<file path="src/design/psh_pkg.sv">
// ----------------------------------------------------------------------------
// psh_pkg: shared types and constants for the patch header scanner
// marker bytes, phase codes, word types and the marker match step
// ----------------------------------------------------------------------------
`default_nettype none

package psh_pkg;

  localparam int MAX_NAME_DEF = 1023;

  localparam int NAME_W  = 10;
  localparam int OFF_W   = 32;
  localparam int IDX_W   = 16;
  localparam int MATCH_W = 3;
  localparam int PHASE_W = 2;

  localparam logic [PHASE_W-1:0] PH_SEEK_HEAD = 2'd0;
  localparam logic [PHASE_W-1:0] PH_NAME      = 2'd1;
  localparam logic [PHASE_W-1:0] PH_SKIP      = 2'd2;
  localparam logic [PHASE_W-1:0] PH_SEEK_END  = 2'd3;

  localparam logic OP_DATA = 1'b0;
  localparam logic OP_EOS  = 1'b1;

  localparam logic KIND_NAME   = 1'b0;
  localparam logic KIND_RECORD = 1'b1;

  localparam logic [7:0] CH_TAB   = 8'h09;
  localparam logic [7:0] CH_NL    = 8'h0A;
  localparam logic [7:0] CH_SPACE = 8'h20;
  localparam logic [7:0] CH_PLUS  = 8'h2B;
  localparam logic [7:0] CH_MINUS = 8'h2D;

  localparam logic [MATCH_W-1:0] MARK_LEN = 3'd5;

  typedef struct packed {
    logic       opcode;
    logic [7:0] in_byte;
  } item_t;

  typedef struct packed {
    logic             out_kind;
    logic [7:0]       out_byte;
    logic [OFF_W-1:0] out_start;
    logic [OFF_W-1:0] out_end;
    logic [IDX_W-1:0] out_index;
  } result_t;

  // input stage to core
  typedef struct packed {
    logic  valid;
    item_t item;
  } stage_t;

  // core to result register
  typedef struct packed {
    logic    valid;
    result_t res;
  } res_word_t;

  // marker byte at a position; minus selects the section marker
  function automatic logic [7:0] mark_byte(input logic minus, input logic [MATCH_W-1:0] idx);
    logic [7:0] b;
    case (idx)
      3'd0:         b = CH_NL;
      3'd1, 3'd2, 3'd3: b = minus ? CH_MINUS : CH_PLUS;
      3'd4:         b = CH_SPACE;
      default:      b = 8'h00;
    endcase
    return b;
  endfunction

  // one step of the marker match; a stray newline restarts at one
  function automatic logic [MATCH_W-1:0] advance_match(input logic minus,
                                                       input logic [MATCH_W-1:0] idx,
                                                       input logic [7:0] c);
    logic [MATCH_W-1:0] r;
    if (idx < MARK_LEN && c == mark_byte(minus, idx)) begin
      r = idx + 3'd1;
    end else if (c == CH_NL) begin
      r = 3'd1;
    end else begin
      r = 3'd0;
    end
    return r;
  endfunction

endpackage

`default_nettype wire

</file>
<file path="src/design/psh_if.sv">
// ----------------------------------------------------------------------------
// psh_in_if / psh_out_if: valid-ready channels of the patch header scanner
// one input word per handshake, one result word per handshake
// ----------------------------------------------------------------------------
`default_nettype none

interface psh_in_if;
  logic       valid;
  logic       ready;
  logic       opcode;
  logic [7:0] in_byte;

  modport source (output valid, output opcode, output in_byte, input ready);
  modport sink   (input valid, input opcode, input in_byte, output ready);
endinterface

interface psh_out_if;
  logic        valid;
  logic        ready;
  logic        out_kind;
  logic [7:0]  out_byte;
  logic [31:0] out_start;
  logic [31:0] out_end;
  logic [15:0] out_index;

  modport source (output valid, output out_kind, output out_byte, output out_start,
                  output out_end, output out_index, input ready);
  modport sink   (input valid, input out_kind, input out_byte, input out_start,
                  input out_end, input out_index, output ready);
endinterface

`default_nettype wire

</file>
<file path="src/design/psh_in_reg.sv">
// ----------------------------------------------------------------------------
// psh_in_reg: input register of the patch header scanner
// holds one accepted word until the core consumes it
// ----------------------------------------------------------------------------
`default_nettype none

module psh_in_reg (
  input  wire logic        clk,
  input  wire logic        rst,
  psh_in_if.sink           in_ch,
  input  wire logic        fire,
  output psh_pkg::stage_t  stage
);

  logic          valid;
  psh_pkg::item_t item;

  assign in_ch.ready = !valid || fire;

  always_ff @(posedge clk) begin
    if (rst) begin
      valid <= 1'b0;
    end else if (in_ch.ready) begin
      valid <= in_ch.valid;
    end
  end

  always_ff @(posedge clk) begin
    if (in_ch.ready && in_ch.valid) begin
      item.opcode  <= in_ch.opcode;
      item.in_byte <= in_ch.in_byte;
    end
  end

  assign stage.valid = valid;
  assign stage.item  = item;

endmodule

`default_nettype wire

</file>
<file path="src/design/psh_core.sv">
// ----------------------------------------------------------------------------
// psh_core: scan state and per-word update of the patch header scanner
// marker hunt, name streaming, line skip and record building
// ----------------------------------------------------------------------------
`default_nettype none

module psh_core #(
  parameter int MAX_NAME = psh_pkg::MAX_NAME_DEF
) (
  input  wire logic          clk,
  input  wire logic          rst,
  input  wire psh_pkg::stage_t stage,
  input  wire logic          out_free,
  output logic               fire,
  output psh_pkg::res_word_t res_word
);

  localparam logic [psh_pkg::NAME_W-1:0] NAME_LIMIT = psh_pkg::NAME_W'(MAX_NAME);
  localparam logic [psh_pkg::OFF_W-1:0]  OFF_MAX    = '1;

  logic [psh_pkg::PHASE_W-1:0] phase, phase_next;
  logic [psh_pkg::MATCH_W-1:0] match_index, match_index_next;
  logic [psh_pkg::NAME_W-1:0]  name_length, name_length_next;
  logic [psh_pkg::OFF_W-1:0]   byte_offset, byte_offset_next;
  logic [psh_pkg::OFF_W-1:0]   section_start, section_start_next;
  logic [psh_pkg::IDX_W-1:0]   record_count, record_count_next;

  logic [7:0]                  c;
  logic [psh_pkg::OFF_W-1:0]   off_inc;
  logic [psh_pkg::OFF_W-1:0]   back;
  logic [psh_pkg::MATCH_W-1:0] adv;
  logic                        name_end;

  assign fire = stage.valid && out_free;
  assign c    = stage.item.in_byte;

  always_comb begin
    phase_next          = phase;
    match_index_next    = match_index;
    name_length_next    = name_length;
    byte_offset_next    = byte_offset;
    section_start_next  = section_start;
    record_count_next   = record_count;
    res_word            = '0;
    off_inc             = (byte_offset != OFF_MAX) ? byte_offset + 32'd1 : byte_offset;
    back                = {29'd0, match_index} - 32'd1;
    adv                 = psh_pkg::advance_match(phase == psh_pkg::PH_SEEK_END,
                                                 match_index, c);
    name_end            = (c inside {psh_pkg::CH_TAB, psh_pkg::CH_SPACE, psh_pkg::CH_NL}) ||
                          (name_length >= NAME_LIMIT);

    if (stage.item.opcode == psh_pkg::OP_EOS) begin
      if (phase == psh_pkg::PH_SEEK_END) begin
        res_word.valid         = 1'b1;
        res_word.res.out_kind  = psh_pkg::KIND_RECORD;
        res_word.res.out_start = section_start;
        res_word.res.out_index = record_count;
        if (match_index == 3'd0) begin
          res_word.res.out_end = byte_offset;
        end else begin
          res_word.res.out_end = (byte_offset >= back) ? byte_offset - back : 32'd0;
        end
      end
      // a new stream starts from scratch
      phase_next         = psh_pkg::PH_SEEK_HEAD;
      match_index_next   = '0;
      name_length_next   = '0;
      byte_offset_next   = '0;
      section_start_next = '0;
      record_count_next  = '0;
    end else begin
      byte_offset_next = off_inc;
      case (phase)
        psh_pkg::PH_SEEK_HEAD: begin
          if (adv == psh_pkg::MARK_LEN) begin
            match_index_next = '0;
            name_length_next = '0;
            phase_next       = psh_pkg::PH_NAME;
          end else begin
            match_index_next = adv;
          end
        end
        psh_pkg::PH_NAME: begin
          if (name_end) begin
            if (c == psh_pkg::CH_NL) begin
              section_start_next = off_inc;
              match_index_next   = 3'd1;
              phase_next         = psh_pkg::PH_SEEK_END;
            end else begin
              phase_next = psh_pkg::PH_SKIP;
            end
          end else begin
            res_word.valid        = 1'b1;
            res_word.res.out_kind = psh_pkg::KIND_NAME;
            res_word.res.out_byte = c;
            name_length_next      = name_length + 10'd1;
          end
        end
        psh_pkg::PH_SKIP: begin
          if (c == psh_pkg::CH_NL) begin
            section_start_next = off_inc;
            match_index_next   = 3'd1;
            phase_next         = psh_pkg::PH_SEEK_END;
          end
        end
        default: begin
          if (adv == psh_pkg::MARK_LEN) begin
            // end points just past the newline of the marker
            res_word.valid         = 1'b1;
            res_word.res.out_kind  = psh_pkg::KIND_RECORD;
            res_word.res.out_start = section_start;
            res_word.res.out_end   = (off_inc >= 32'd4) ? off_inc - 32'd4 : 32'd0;
            res_word.res.out_index = record_count;
            record_count_next      = record_count + 16'd1;
            match_index_next       = '0;
            phase_next             = psh_pkg::PH_SEEK_HEAD;
          end else begin
            match_index_next = adv;
          end
        end
      endcase
    end

    if (!fire) begin
      res_word.valid = 1'b0;
    end
  end

  always_ff @(posedge clk) begin
    if (rst) begin
      phase         <= psh_pkg::PH_SEEK_HEAD;
      match_index   <= '0;
      name_length   <= '0;
      byte_offset   <= '0;
      section_start <= '0;
      record_count  <= '0;
    end else if (fire) begin
      phase         <= phase_next;
      match_index   <= match_index_next;
      name_length   <= name_length_next;
      byte_offset   <= byte_offset_next;
      section_start <= section_start_next;
      record_count  <= record_count_next;
    end
  end

endmodule

`default_nettype wire

</file>
<file path="src/design/psh_out_reg.sv">
// ----------------------------------------------------------------------------
// psh_out_reg: result register of the patch header scanner
// holds one result word until the receiver takes it
// ----------------------------------------------------------------------------
`default_nettype none

module psh_out_reg (
  input  wire logic              clk,
  input  wire logic              rst,
  input  wire psh_pkg::res_word_t res_word,
  output logic                   out_free,
  psh_out_if.source              out_ch
);

  logic             valid;
  psh_pkg::result_t res;

  assign out_free = !valid || out_ch.ready;

  always_ff @(posedge clk) begin
    if (rst) begin
      valid <= 1'b0;
    end else if (out_free) begin
      valid <= res_word.valid;
    end
  end

  always_ff @(posedge clk) begin
    if (out_free && res_word.valid) begin
      res <= res_word.res;
    end
  end

  assign out_ch.valid     = valid;
  assign out_ch.out_kind  = res.out_kind;
  assign out_ch.out_byte  = res.out_byte;
  assign out_ch.out_start = res.out_start;
  assign out_ch.out_end   = res.out_end;
  assign out_ch.out_index = res.out_index;

endmodule

`default_nettype wire

</file>
<file path="src/design/patch_header_scanner.sv">
// ----------------------------------------------------------------------------
// patch_header_scanner: finds file sections in a patch byte stream
// streams each target file name out and reports one record per section
// ----------------------------------------------------------------------------
// Usage:
//   in_ch carries one word per handshake: a data byte (opcode 0) or an
//   end-of-stream mark (opcode 1). out_ch carries result words: a file name
//   byte (out_kind 0) or a completed section record (out_kind 1) with start,
//   end and sequence index. A word causes zero or one result.
//   Throughput is one input word per cycle, sustained while the receiver keeps
//   taking results. An accepted word is held in the input register until the
//   core fires it; the core then updates the scan state and loads the result
//   register, and a result shows on out_ch from the result register until the
//   receiver takes it. The sustained rate rests on the state update loop
//   (match index, phase, counters), which the core computes combinationally.
//   When the receiver stalls, the result register holds its word and the
//   input register fills; in_ch.ready then drops until out_ch moves again.
//   rst (synchronous) empties both registers and returns the scan to the
//   header hunt with all offsets and counts at zero. End of stream resets the
//   scan state the same way after flushing any open record.
// ----------------------------------------------------------------------------
`default_nettype none

module patch_header_scanner #(
  parameter int MAX_NAME = psh_pkg::MAX_NAME_DEF
) (
  input  wire logic clk,
  input  wire logic rst,
  psh_in_if.sink    in_ch,
  psh_out_if.source out_ch
);

  psh_pkg::stage_t    stage;
  psh_pkg::res_word_t res_word;
  logic               fire;
  logic               out_free;

  psh_in_reg u_in_reg (
    .clk   (clk),
    .rst   (rst),
    .in_ch (in_ch),
    .fire  (fire),
    .stage (stage)
  );

  psh_core #(
    .MAX_NAME (MAX_NAME)
  ) u_core (
    .clk      (clk),
    .rst      (rst),
    .stage    (stage),
    .out_free (out_free),
    .fire     (fire),
    .res_word (res_word)
  );

  psh_out_reg u_out_reg (
    .clk      (clk),
    .rst      (rst),
    .res_word (res_word),
    .out_free (out_free),
    .out_ch   (out_ch)
  );

endmodule

`default_nettype wire

</file>
<file path="src/flat_wrapper.sv">
// flat-port wrapper written by rule: the top's interface ports become plain ports
module patch_header_scanner_flat 
#(
  parameter int MAX_NAME = psh_pkg::MAX_NAME_DEF
)
  (clk, rst, in_ch_valid, in_ch_opcode, in_ch_in_byte, in_ch_ready, out_ch_valid, out_ch_out_kind, out_ch_out_byte, out_ch_out_start, out_ch_out_end, out_ch_out_index, out_ch_ready);
  psh_in_if in_ch_i ();
  psh_out_if out_ch_i ();
  input  wire logic clk;
  input  wire logic rst;
  input wire logic [$bits(in_ch_i.valid)-1:0] in_ch_valid;
  input wire logic [$bits(in_ch_i.opcode)-1:0] in_ch_opcode;
  input wire logic [$bits(in_ch_i.in_byte)-1:0] in_ch_in_byte;
  output wire logic [$bits(in_ch_i.ready)-1:0] in_ch_ready;
  output wire logic [$bits(out_ch_i.valid)-1:0] out_ch_valid;
  output wire logic [$bits(out_ch_i.out_kind)-1:0] out_ch_out_kind;
  output wire logic [$bits(out_ch_i.out_byte)-1:0] out_ch_out_byte;
  output wire logic [$bits(out_ch_i.out_start)-1:0] out_ch_out_start;
  output wire logic [$bits(out_ch_i.out_end)-1:0] out_ch_out_end;
  output wire logic [$bits(out_ch_i.out_index)-1:0] out_ch_out_index;
  input wire logic [$bits(out_ch_i.ready)-1:0] out_ch_ready;
  assign in_ch_i.valid = in_ch_valid;
  assign in_ch_i.opcode = in_ch_opcode;
  assign in_ch_i.in_byte = in_ch_in_byte;
  assign in_ch_ready = in_ch_i.ready;
  assign out_ch_valid = out_ch_i.valid;
  assign out_ch_out_kind = out_ch_i.out_kind;
  assign out_ch_out_byte = out_ch_i.out_byte;
  assign out_ch_out_start = out_ch_i.out_start;
  assign out_ch_out_end = out_ch_i.out_end;
  assign out_ch_out_index = out_ch_i.out_index;
  assign out_ch_i.ready = out_ch_ready;
  patch_header_scanner #(.MAX_NAME(MAX_NAME)) u_core (.clk(clk), .rst(rst), .in_ch(in_ch_i), .out_ch(out_ch_i));
endmodule
</file>
<file path="config.mk">
export PLATFORM = sky130hd
export DESIGN_NAME = patch_header_scanner_flat
export DESIGN_NICKNAME = d
export VERILOG_FILES = /design/src/design/psh_pkg.sv /design/src/design/psh_if.sv /design/src/design/psh_in_reg.sv /design/src/design/psh_core.sv /design/src/design/psh_out_reg.sv /design/src/design/patch_header_scanner.sv /design/src/flat_wrapper.sv
export SDC_FILE = /design/constraint.sdc
export NUM_CORES = 1
export LEC_CHECK = 0
export BUFFER_PORTS_ARGS = -buffer_cell sky130_fd_sc_hd__buf_4
export CORE_MARGIN = 3
export CORE_UTILIZATION = 55
export DETAILED_ROUTE_END_ITERATION = 12
export PLACE_DENSITY = 0.75
export SLEW_MARGIN = 20
export SYNTH_ARGS = -nofsm -noshare
export SYNTH_HDL_FRONTEND = slang
export SYNTH_HIERARCHICAL = 1
export SYNTH_SLANG_ARGS = --single-unit
</file>
<file path="constraint.sdc">
create_clock -name clk -period 9.86 [get_ports clk]
set_input_delay 0.493 -clock clk [delete_from_list [all_inputs] [get_ports clk]]
set_output_delay 0.493 -clock clk [all_outputs]
set_load 0.05 [all_outputs]
</file>
Word level (Yosys, flattened, before mapping)
Index checks and enable logic that the tools add are counted.
{"block": "word_totals", "word_cells": 112, "reg_bits": 195, "input_bits": 13}
{"block": "classes", "n_eq_ne": 18, "bitwise_logic": 1, "muxes": 42, "magnitude_cmp": 4, "n_addsub": 7, "n_reduce_logical": 25}
{"cell": "two-way mux 80 bit", "count": 4}
{"cell": "two-way mux 32 bit", "count": 8}
{"cell": "one-hot mux 32 bit (2 select lines)", "count": 1}
{"cell": "two-way mux 16 bit", "count": 3}
{"cell": "two-way mux 10 bit", "count": 4}
{"cell": "adder 32 x 1 -> 32 bit, second input constant", "count": 1}
{"cell": "greater-or-equal comparator 32 x 3 -> 1 bit, second input constant", "count": 1}
{"cell": "greater-or-equal comparator 32 bit", "count": 1}
{"cell": "!= test 32 bit, second input constant", "count": 1}
{"cell": "subtractor 32 x 3 -> 32 bit, second input constant", "count": 1}
{"cell": "subtractor 32 bit", "count": 1}
{"cell": "one-hot mux 10 bit (2 select lines)", "count": 1}
{"cell": "two-way mux 3 bit", "count": 6}
{"cell": "one-hot mux 6 bit (3 select lines)", "count": 1}
{"cell": "adder 16 x 1 -> 16 bit, second input constant", "count": 1}
{"cell": "== test 8 x 4 -> 1 bit, second input constant", "count": 2}
{"cell": "two-way mux 2 bit", "count": 8}
{"cell": "!= test 3 x 2 -> 1 bit, second input constant", "count": 4}
{"cell": "adder 10 x 1 -> 10 bit, second input constant", "count": 1}
{"cell": "greater-or-equal comparator 10 bit, second input constant", "count": 1}
{"cell": "nonzero test 3 bit", "count": 3}
{"cell": "OR reduction 3 bit", "count": 3}
{"cell": "== test 8 x 6 -> 1 bit, second input constant", "count": 1}
{"cell": "== test 8 bit", "count": 1}
{"cell": "26 further kinds", "count": 38}

Depth between registers and ports, before layout
{"block": "depth", "word_depth": 12, "ltp_mapped": 20}

Cells and area by module
Netlist, hierarchy kept.
{"mod": "psh_core", "n_inst": 1, "cells_each": 1202, "area_each_um2": 8579.5, "seq_area_each_um2": 1901.8}
{"mod": "psh_out_reg", "n_inst": 1, "cells_each": 94, "area_each_um2": 2727.6, "seq_area_each_um2": 2692.6}
{"mod": "psh_in_reg", "n_inst": 1, "cells_each": 15, "area_each_um2": 332.8, "seq_area_each_um2": 290.3}

Worst setup path before layout
OpenSTA, ideal clock, no wires.
{"block": "synth_path", "path_type": "reg-to-reg", "from": "register u_core/u_core/match_index[0] in the netlist's numbering", "to": "register u_core.u_out_reg.res (netlist bit u_core/u_out_reg/out_ch.out_end[31]) (data pin)", "slack_ns": 5.500, "setup_ns": 0.261, "required_ns": 9.599, "synth_period_minus_slack_ns": 4.360, "arrival_ns": 4.099, "path_stages_with_launch": 15, "n_path_buf": 1, "path_cell_list": "dfxtp_1 inv_1 nand3_1 ha_1 a21o_1 a311o_1 nand2_1 o221a_2 o221ai_1 a221oi_1 a31o_2 or3_1 buf_1 nor2_1 a221o_1"}
{"item": "start: declaration", "line_no": "psh_core.sv:22", "text": "logic [psh_pkg::MATCH_W-1:0] match_index, match_index_next;"}
{"item": "start signal: assignment", "line_no": "psh_core.sv:139", "text": "match_index <= match_index_next;"}
{"item": "end signal: assignment", "line_no": "psh_out_reg.sv:30", "text": "res <= res_word.res;"}
{"item": "end: declaration", "line_no": "psh_out_reg.sv:16", "text": "psh_pkg::result_t res;"}

==> flow_summary_export.csv <==
group,metric,value,unit
timing,rsz0062_at_grt,"no",
grt,grt_pass1_wl,48.9,mm
floorplan,core_area,20500,um^2
grt,track_usage,27.0,%
final_layout,n_antenna_cell,0,
timing,setup_ws,4.16,ns
timing,hold_violations,0,
worst_setup_path,start_kind,"flip-flop",
timing,max_freq,0.175,GHz
worst_setup_path,r2r_end,"u_core/u_out_reg/out_ch.out_end[27]",
route,routedWlPerCell,18.8,um
worst_setup_path,startpoint,"u_core/u_core/byte_offset[1]",
floorplan,initial_utilization,56.8,%
final_layout,final_cell_mix,"nor2_1 (132), nand2_1 (126), a21oi_1 (117), buf_4 (114), edfxtp_1 (98)",
final_layout,multi_input_area,6290,um^2
worst_setup_path,regToRegStartpoint,"u_core/u_core/byte_offset[1]",
logic_synthesis,yosysWarnings,6,
final_layout,design_area,13100,um^2
power,p_clk_share,42.9,%
timing,fin_crit,5.70,ns
route,routed_via_density,6.13,
cts,hold_buffers,0,
worst_setup_path,cp_slowest_cell,"a31o_2",
route,drtIter0Drc,1210,
worst_setup_path,ff2ff_path_depth,17,
power,switching_share,25.6,%
worst_setup_path,critPathRequiredTime,10.05,ns
power,pwr-share-seq,51.0,%
worst_setup_path,cp_max_fo,27,
logic_synthesis,syn_area,11600,um^2
final_layout,final_util,63.9,%
cts,clockBufferDepth,2,
worst_setup_path,critPathCapture,"u_core/u_out_reg/out_ch.out_end[27]",
cts,clk_pin_slew_worst_paths,0.08,ns
final_layout,drive_gt1_share,13.8,%
floorplan,ios,104,
worst_setup_path,arrival,5.90,ns
logic_synthesis,ys_async_sr_fraction,0,%
floorplan,die_area,22900,um^2
final_layout,nets,1424,
route,dr.pass1.iters,6,
power,vdd_drop_max,0.000117,V
timing,final.setup.tns,0,ns
cts,worstSkewPairLatency,0.44,ns
cts,cts_sinks,195,
placement,place_ws,4.11,ns
power,power_frac_comb,6.1,%
final_layout,areaGrowthSynthToFinish,12.5,%
grt,antenna_found_initial,0,
worst_setup_path,reg2reg_slack,4.16,ns
power,power.density,128,nW/um^2
logic_synthesis,synth.net_count,1372,
grt,grt_pass1_vias,9033,
power,p_switching,0.428,mW
cts,cts_buffers,17,
placement,gp_congestion,0.991,
route,ant_nets,0,
route,drc,0,
placement,place_inst,1614,
floorplan,die_w,151,um
placement,port_buffers,103,
worst_hold_path,whs_path_depth,1,
final_layout,layout_commonest_cell,"nor2_1",
worst_setup_path,cp-end-kind,"flip-flop",
timing,drv_slew,0,
final_layout,fillers,1715,
timing,fin_worst_skew,0.0102,ns
floorplan,rows,52,
route,routed_wl,31.0,mm
placement,dpl_cell_area,12500,um^2
power,p_leak,5.19,nW
final_layout,ff_latch_area,4880,um^2
final_layout,stdcell_count,1646,
worst_hold_path,hp-class,"input pin to flip-flop",
route,vias,10100,
cts,cts_tree,"yes",
worst_setup_path,path_class,"flip-flop to flip-flop",
floorplan,die_height,151,um
logic_synthesis,synth-edff-count,98,
logic_synthesis,avgSynthCellArea,8.88,um^2
timing,setup_viol_count_final,0,
cts,cts_resized,0,
timing,slew_headroom,33.4,%
cts,root_buffer,"clkbuf_16",
power,internal-power,1.25,mW
timing,worst_pin_slew,0.996,ns
grt,overflow,0,
logic_synthesis,ys_types,85,
logic_synthesis,syn_inst,1311,
cts,post-cts-setup-buffers,0,
run,drv_cap,0,
logic_synthesis,synth-main-ff-cell,"edfxtp_1",
worst_setup_path,cp_cell_sequence,"ha_1, and4_1, and3_1, nand3_1, nand2_1, xnor2_1, inv_1, ha_1, nand4_1, o21ai_0, nor2_1, nor3_1, nand4_1, nor2_4, a31o_2, o21ai_0, a211o_1",
timing,finalCritPeriodShare,57.8,%
outcome,status,"finished clean",
placement,dp_hpwl,21.7,mm
grt,grt_max_degree,76,
logic_synthesis,ys_ff_latch,195,
logic_synthesis,yosysSeqAreaShare,42.0,%
worst_setup_path,cpPeakStageDelay,0.70,ns
cts,htreeDepth,4,
## power groups by stage
stage	logic, mW	registers [mW]	clock network, mW
2_1_floorplan	0.0721	0.872	0
3_3_place_gp	0.0986	0.872	0
3_5_place_dp	0.100	0.872	0
4_1_cts	0.100	0.853	0.727
5_1_grt	0.112	0.854	0.762
6_report	0.103	0.853	0.717
## layout make-up
cell class,instances,share of cell area (%)
inverters,33,0.946
well taps,270,2.58
multi-input cells,1002,48.0
repair buffers,114,6.53
clock buffers,17,3.25
flip-flops and latches,195,37.3
clock inverters,15,1.39
## metrics by stage
step / hold slack (ns) / total power, mW
floorplan: 0.427 / 0.944
global placement: 0.439 / 0.970
detailed placement: 0.444 / 0.972
CTS: 0.209 / 1.68
global route: 0.196 / 1.73
finish: 0.220 / 1.67
## critical path: cells and delay by family, from the launching register on
| family | cells | cell delay (ns) |
|---|---|---|
| XOR/XNOR | 1 | 0.12 |
| adder cells (fa/ha/maj) | 2 | 0.53 |
| buffers and inverters | 1 | 0.10 |
| AO/OA/AOI/OAI | 4 | 1.51 |
| flip-flops | 1 | 0.53 |
| AND/OR/NAND/NOR | 9 | 2.64 |
## worst min path at each step
stage	start	end	slack [ns]
after global placement	u_core/u_core/section_start[3]	u_core/u_core/section_start[3]	0.44
after detailed placement	u_core/u_core/section_start[3]	u_core/u_core/section_start[3]	0.44
after floorplan	u_core/u_core/section_start[3]	u_core/u_core/section_start[3]	0.43
final	in_ch_in_byte[3]	u_core/u_in_reg/stage[3]	0.22
after global routing	in_ch_in_byte[1]	u_core/u_in_reg/stage[1]	0.20
after CTS	in_ch_in_byte[1]	u_core/u_in_reg/stage[1]	0.21
## flip-flops by register name (all words and copies together) (netlist names)
signal                             flops
u_core/u_core/match_index              3
u_core/u_out_reg/out_ch.out_index     16
u_core/u_out_reg/out_ch.out_byte       8
u_core/u_core/name_length             10
u_core/u_out_reg/out_ch.out_start     32
u_core/u_out_reg/out_ch.out_end       32
u_core/u_out_reg/out_ch.valid          1
u_core/u_in_reg/stage                  9
u_core/u_core/section_start           32
u_core/u_core/byte_offset             32
u_core/u_core/record_count            16
u_core/u_core/phase                    2
u_core/u_out_reg/out_ch.out_kind       1
u_core/u_in_reg/valid                  1
## per-layer routing
layer / track usage [%] / share of wire [%]
met1: 40.1 / 44
met2: 40.6 / 44
met3: 4.88 / 9.3
met4: 7.62 / 2.0
met5: 0 / 0
## synth_stat cells (6+ instances only)
| cell | count | area share, % |
|---|---|---|
| and3_1 | 14 | 0.75 |
| o211ai_1 | 6 | 0.39 |
| and2_1 | 62 | 3.3 |
| nor2b_1 | 8 | 0.43 |
| dfxtp_1 | 97 | 17 |
| or3_1 | 13 | 0.70 |
| a22oi_1 | 12 | 0.77 |
| a31o_2 | 7 | 0.53 |
| nor2_1 | 133 | 4.3 |
| a21oi_1 | 117 | 5.0 |
| xor2_1 | 41 | 3.1 |
| and4_1 | 6 | 0.45 |
| ha_1 | 47 | 5.1 |
| inv_1 | 33 | 1.1 |
| o31a_1 | 6 | 0.45 |
| o22ai_1 | 23 | 1.2 |
| nand4_1 | 21 | 1.1 |
| nand2_1 | 126 | 4.1 |
| nand2b_1 | 9 | 0.48 |
| edfxtp_1 | 98 | 25 |
| o21ai_0 | 37 | 1.6 |
| clkbuf_1 | 58 | 1.9 |
| xnor2_1 | 60 | 4.5 |
| nand3_1 | 40 | 1.7 |
| nor4_1 | 10 | 0.54 |
| a31oi_1 | 12 | 0.64 |
| mux2i_1 | 7 | 0.60 |
| a21o_1 | 20 | 1.3 |
| nor3_1 | 68 | 2.9 |
| buf_2 | 11 | 0.47 |
## kinds of logic (layout without fill, tap and decap cells)
| family | Yosys count | count (layout) | share of synthesized area (%) |
|---|---|---|---|
| compound gates | 302 | 302 | 16.7 |
| simple gates | 541 | 541 | 23.3 |
| flops | 195 | 195 | 42.0 |
| fa+ha+maj | 48 | 48 | 5.22 |
| buf+inv | 114 | 179 | 4.16 |
| xor+xnor | 103 | 103 | 7.88 |
| mux | 8 | 8 | 0.699 |
No activity file was read; power rests on OpenSTA's default activity.
